## src/rtl/core/mts_mul.sv

```systemverilog
// ----------------------------------------------------------------------------
// mts_mul
// Shared signed multiplier with registered product.
// ----------------------------------------------------------------------------
module mts_mul #(
  parameter int A_W = 18,
  parameter int B_W = 17
) (
  input  logic                     clk,
  input  logic signed [A_W-1:0]    a,
  input  logic signed [B_W-1:0]    b,
  output logic signed [A_W+B_W-1:0] p_r
);
  always_ff @(posedge clk) begin
    p_r <= a * b;
  end
endmodule
```

## config.mk

```make
export PLATFORM = sky130hd
export DESIGN_NAME = mts_mul
export DESIGN_NICKNAME = d
export VERILOG_FILES = /design/src/rtl/core/mts_mul.sv
export SDC_FILE = /design/constraint.sdc
export NUM_CORES = 1
export LEC_CHECK = 0
export ABC_AREA = 1
export BUFFER_PORTS_ARGS = -buffer_cell sky130_fd_sc_hd__buf_2
export CORE_AREA = 8 8 139 238
export CTS_BUF_LIST = sky130_fd_sc_hd__clkbuf_4
export CTS_CLUSTER_DIAMETER = 150
export DETAILED_ROUTE_END_ITERATION = 8
export DIE_AREA = 0 0 147 246
export SKIP_LAST_GASP = 1
export SYNTH_ARGS = -nofsm -noshare
export SYNTH_HDL_FRONTEND = slang
export SYNTH_SLANG_ARGS = --single-unit
export TNS_END_PERCENT = 1
```

## constraint.sdc

```tcl
create_clock -name clk -period 13.1 [get_ports clk]
set_clock_uncertainty 0.1 [all_clocks]
set_input_delay 2.62 -clock clk [delete_from_list [all_inputs] [get_ports clk]]
set_output_delay 2.62 -clock clk [all_outputs]
set_load 0.005 [all_outputs]
```

**Word level (Yosys, flattened, before mapping)**

Index checks and enable logic that the tools add are counted.

- Output and inout bits: 35
- Bits in registers: 35

- $mul: 1

Operators by type and width:

| operator | number |
|---|---|
| 18-bit by 17-bit multiplier with 35-bit output | 1 |

**Depth between registers and ports, before layout**

- Word-level depth: 1
- Gate-level depth with buffers: 29
- Gate-level depth less buffers: 27

**Worst setup path before layout**

Ideal clock, no wire load.

- Kind: input port to flip-flop
- Start point: input a[17]
- End point: register p_r[31]
- Setup slack: 5.235 ns
- Data arrival time: 7.652 ns
- Stages on the path: 21
- Buffers on the path: 2
- Required time: 12.888 ns
- Path through: clkbuf_1 clkbuf_1 nand2_1 fa_1 inv_1 fa_1 fa_1 fa_1 fa_1 inv_1 fa_1 inv_1 ha_1 nand2_1 inv_1 nand2_1 nor3_1 and2_1 nand2_1 nand3_1 nand2_1

- Longest elaborated chain between the ends: 1

Ends and longest elaborated chain:

| element | RTL line | source |
|---|---|---|
| start, declared | 10 | `input logic signed [A_W-1:0] a,` |
| 18-bit by 17-bit multiplier with 35-bit output | 15 | `p_r <= a * b;` |
| end signal, assigned | 15 |  |
| end, declared | 12 | `output logic signed [A_W+B_W-1:0] p_r` |

No other way between the ends.

**Worst setup path after layout**

- Start point: input b[2]
- End point: register p_r[32]

- Longest elaborated chain between the ends: 1

Ends and longest elaborated chain:

| element | RTL line | source |
|---|---|---|
| start, declared | 11 | `input logic signed [B_W-1:0] b,` |
| 18-bit by 17-bit multiplier with 35-bit output | 15 |  |

No other way between the ends.

==> summary.txt <==
Status
  • Status: completed

Logic synthesis
  • Avg Cell Area, Syn: 7.703 um2
  • Yosys reg bits: 35
  • Post-synth ARST share: 0
  • Seq/Total Area, Yosys: 0.05329
  • Yosys warning total: 0
  • EDFF count, synth: 0
  • Top FF cell, synth: dfxtp_1
  • Mapped cell area: 13,150 um2
  • Mapped Cells: 1,707
  • Syn Nets: 2,141
  • Cell variety after synth: 30

Critical path
  • Crit path largest cell delay: 0.86 ns
  • Crit-path most repeated cell: fa_1
  • Startpoint Class: primary input
  • Top Family by Delay on Critical Path: adder cells
  • Arr. time, crit path: 8.31 ns
  • WP buf/inv: 4
  • CP Max Fanout: 18
  • Crit-path cells: buf_2, nand2_1, inv_1, fa_1, fa_1, inv_1, fa_1, fa_1, fa_1, fa_1, inv_1, ha_1, nand2_1, nor2_1, nand2_1, nor3_1, nand2_1, nand3_1, nand2_1
  • Worst setup EP type: register
  • Critical path class: primary input to register
  • Slowest-stage cell, CP: fa_1
  • WP data required: 13.25 ns

Clock network
  • Sink Count: 35
  • CTS tree: yes
  • Total CTS buffers: 5
  • H-tree depth: 2
  • Clk root buf: clkbuf_4
  • Post-CTS Setup Bufs: 0
  • Max clock buf depth: 2
  • Clk slew on worst S/H paths: 0.16 ns
  • Hold_buf cts: 0
  • Resized cells post-CTS: 0

Timing
  • Final setup fails: 0
  • Slew HR: 0.4632
  • RSZ-0062 raised after global routing: no
  • Final setup TNS: 0 ns
  • Fin. max-slew vios: 0
  • Final Hold Vio Count: 0
  • Fmax: 122.4 MHz
  • Part of the cycle the worst path needs: 0.6235
  • Tmin final: 8.168 ns
  • Worst-margin pin slew: 0.8028 ns

Drt
  • ANT nets after route: 0
  • Vias per inst: 4.810
  • Drt pass-1 iters: 5
  • WL/cell: 16.60 um
  • Vias: 10,120
  • Wirelength, routed: 34,920 um
  • DRC: 0
  • Initial DRC Count: 431

Placement
  • GP Congestion: 0.8969
  • # port buffers: 70
  • DP Wirelength: 30,170 um

Final layout
  • Largest regs: p_r (35)
  • Most flops, register: p_r
  • Commonest non-fill, non-tap cell in the layout: inv_1
  • # nets final: 2,149
  • Register area: 700.7 um2
  • Max FFs per register: 35
  • Footprint of the multi-input gates: 10,170 um2
  • Layout cell share with drive strength beyond 1: 0.06061
  • Most frequent cells in the layout: inv_1, nand2_1, fa_1, ha_1, buf_2
  • Area Overhead vs Synth: 5.195%
  • Fillers: 3,083

Job
  • Maxcap violations: 0

GRT
  • GRT Resource Usage Total: 0.2039
  • First-pass GRT wire length: 57,640 um
  • Initial antenna violation count: 1
  • Largest net degree at the start of global routing: 20
  • Vias in the first global route: 11,540
  • Congestion Overflow GR: 0

Floorplanning
  • Top Ports: 71
  • Die height: 246 um
  • Starting density of the core: 0.4405
  • Std-Cell Rows: 84
  • Core area: 29,850 um2
  • Die footprint: 36,160 um2
  • DIE WIDTH: 147 um

Min path
  • Hold Crit Class: primary input to register
[worst min-delay path, delay by kind of cell]
family | cells | cell delay [ns]
buf+inv | 2 | 0.26
simple gates | 1 | 0.10
[area by class of cell]
cell class | count | area share
antenna | 1 | 0.0001809
clock buffer | 6 | 0.003256
clock inverter | 2 | 0.004342
inverter | 538 | 0.1460
multi-input combinational | 1065 | 0.7352
sequential | 35 | 0.05066
tap | 387 | 0.03501
timing repair buffer | 70 | 0.02533
[metal layers]
metal	wire length [um]	global-route usage	vias up
li1	-	-	4730
met1	11020	0.1812	5080
met2	21030	0.4340	198
met3	672	0.01176	112
met4	2202	0.1124	0
met5	0	0	-
[worst paths after layout]
kind  startpoint              end  cells after the start
min         b[0]   p_r[0]$_DFF_P_                      3
max         b[2]  p_r[32]$_DFF_P_                     19
[per-stage QoR]
step	worst slack, ns	area [um2]	instances	util	hold WS (ns)
after global placement	4.648	13720	2095	0.4598	2.901
after CTS	4.982	13830	2103	0.4633	2.532
after floorplan	5.235	13150	1707	-	2.804
after global routing	4.628	13830	2103	0.4633	2.578
final	4.932	13830	2104	0.4634	2.530
after detailed placement	4.624	13720	2095	0.4598	2.900
[logic make-up (layout without fill, tap and decap cells)]
kind of cell	Yosys count	in the layout	synth area share
AOI/OAI and AO/OA	42	42	0.01875
xor gates and xnor gates	20	20	0.01332
adders and majority gates	398	398	0.5563
buffers and inverters	607	616	0.1733
DFF	35	35	0.05329
other	0	1	0
and+or+nand+nor	605	605	0.1851
[cells in the mapped netlist, types with 5 or more instances]
library cell | count | share of area
nand4_1 | 9 | 0.0043
nand2_2 | 7 | 0.0033
a21oi_1 | 27 | 0.010
ha_1 | 87 | 0.083
fa_1 | 311 | 0.47
nor2_2 | 5 | 0.0024
dfxtp_1 | 35 | 0.053
o21bai_1 | 9 | 0.0051
inv_1 | 535 | 0.15
nor2_1 | 58 | 0.017
xor2_1 | 16 | 0.011
clkbuf_1 | 67 | 0.019
nand2_1 | 477 | 0.14
nand3_1 | 28 | 0.011
Power is left out: the tool's default activity adds up to more than one toggle a clock period on the data nets, which glitch-free logic cannot reach.
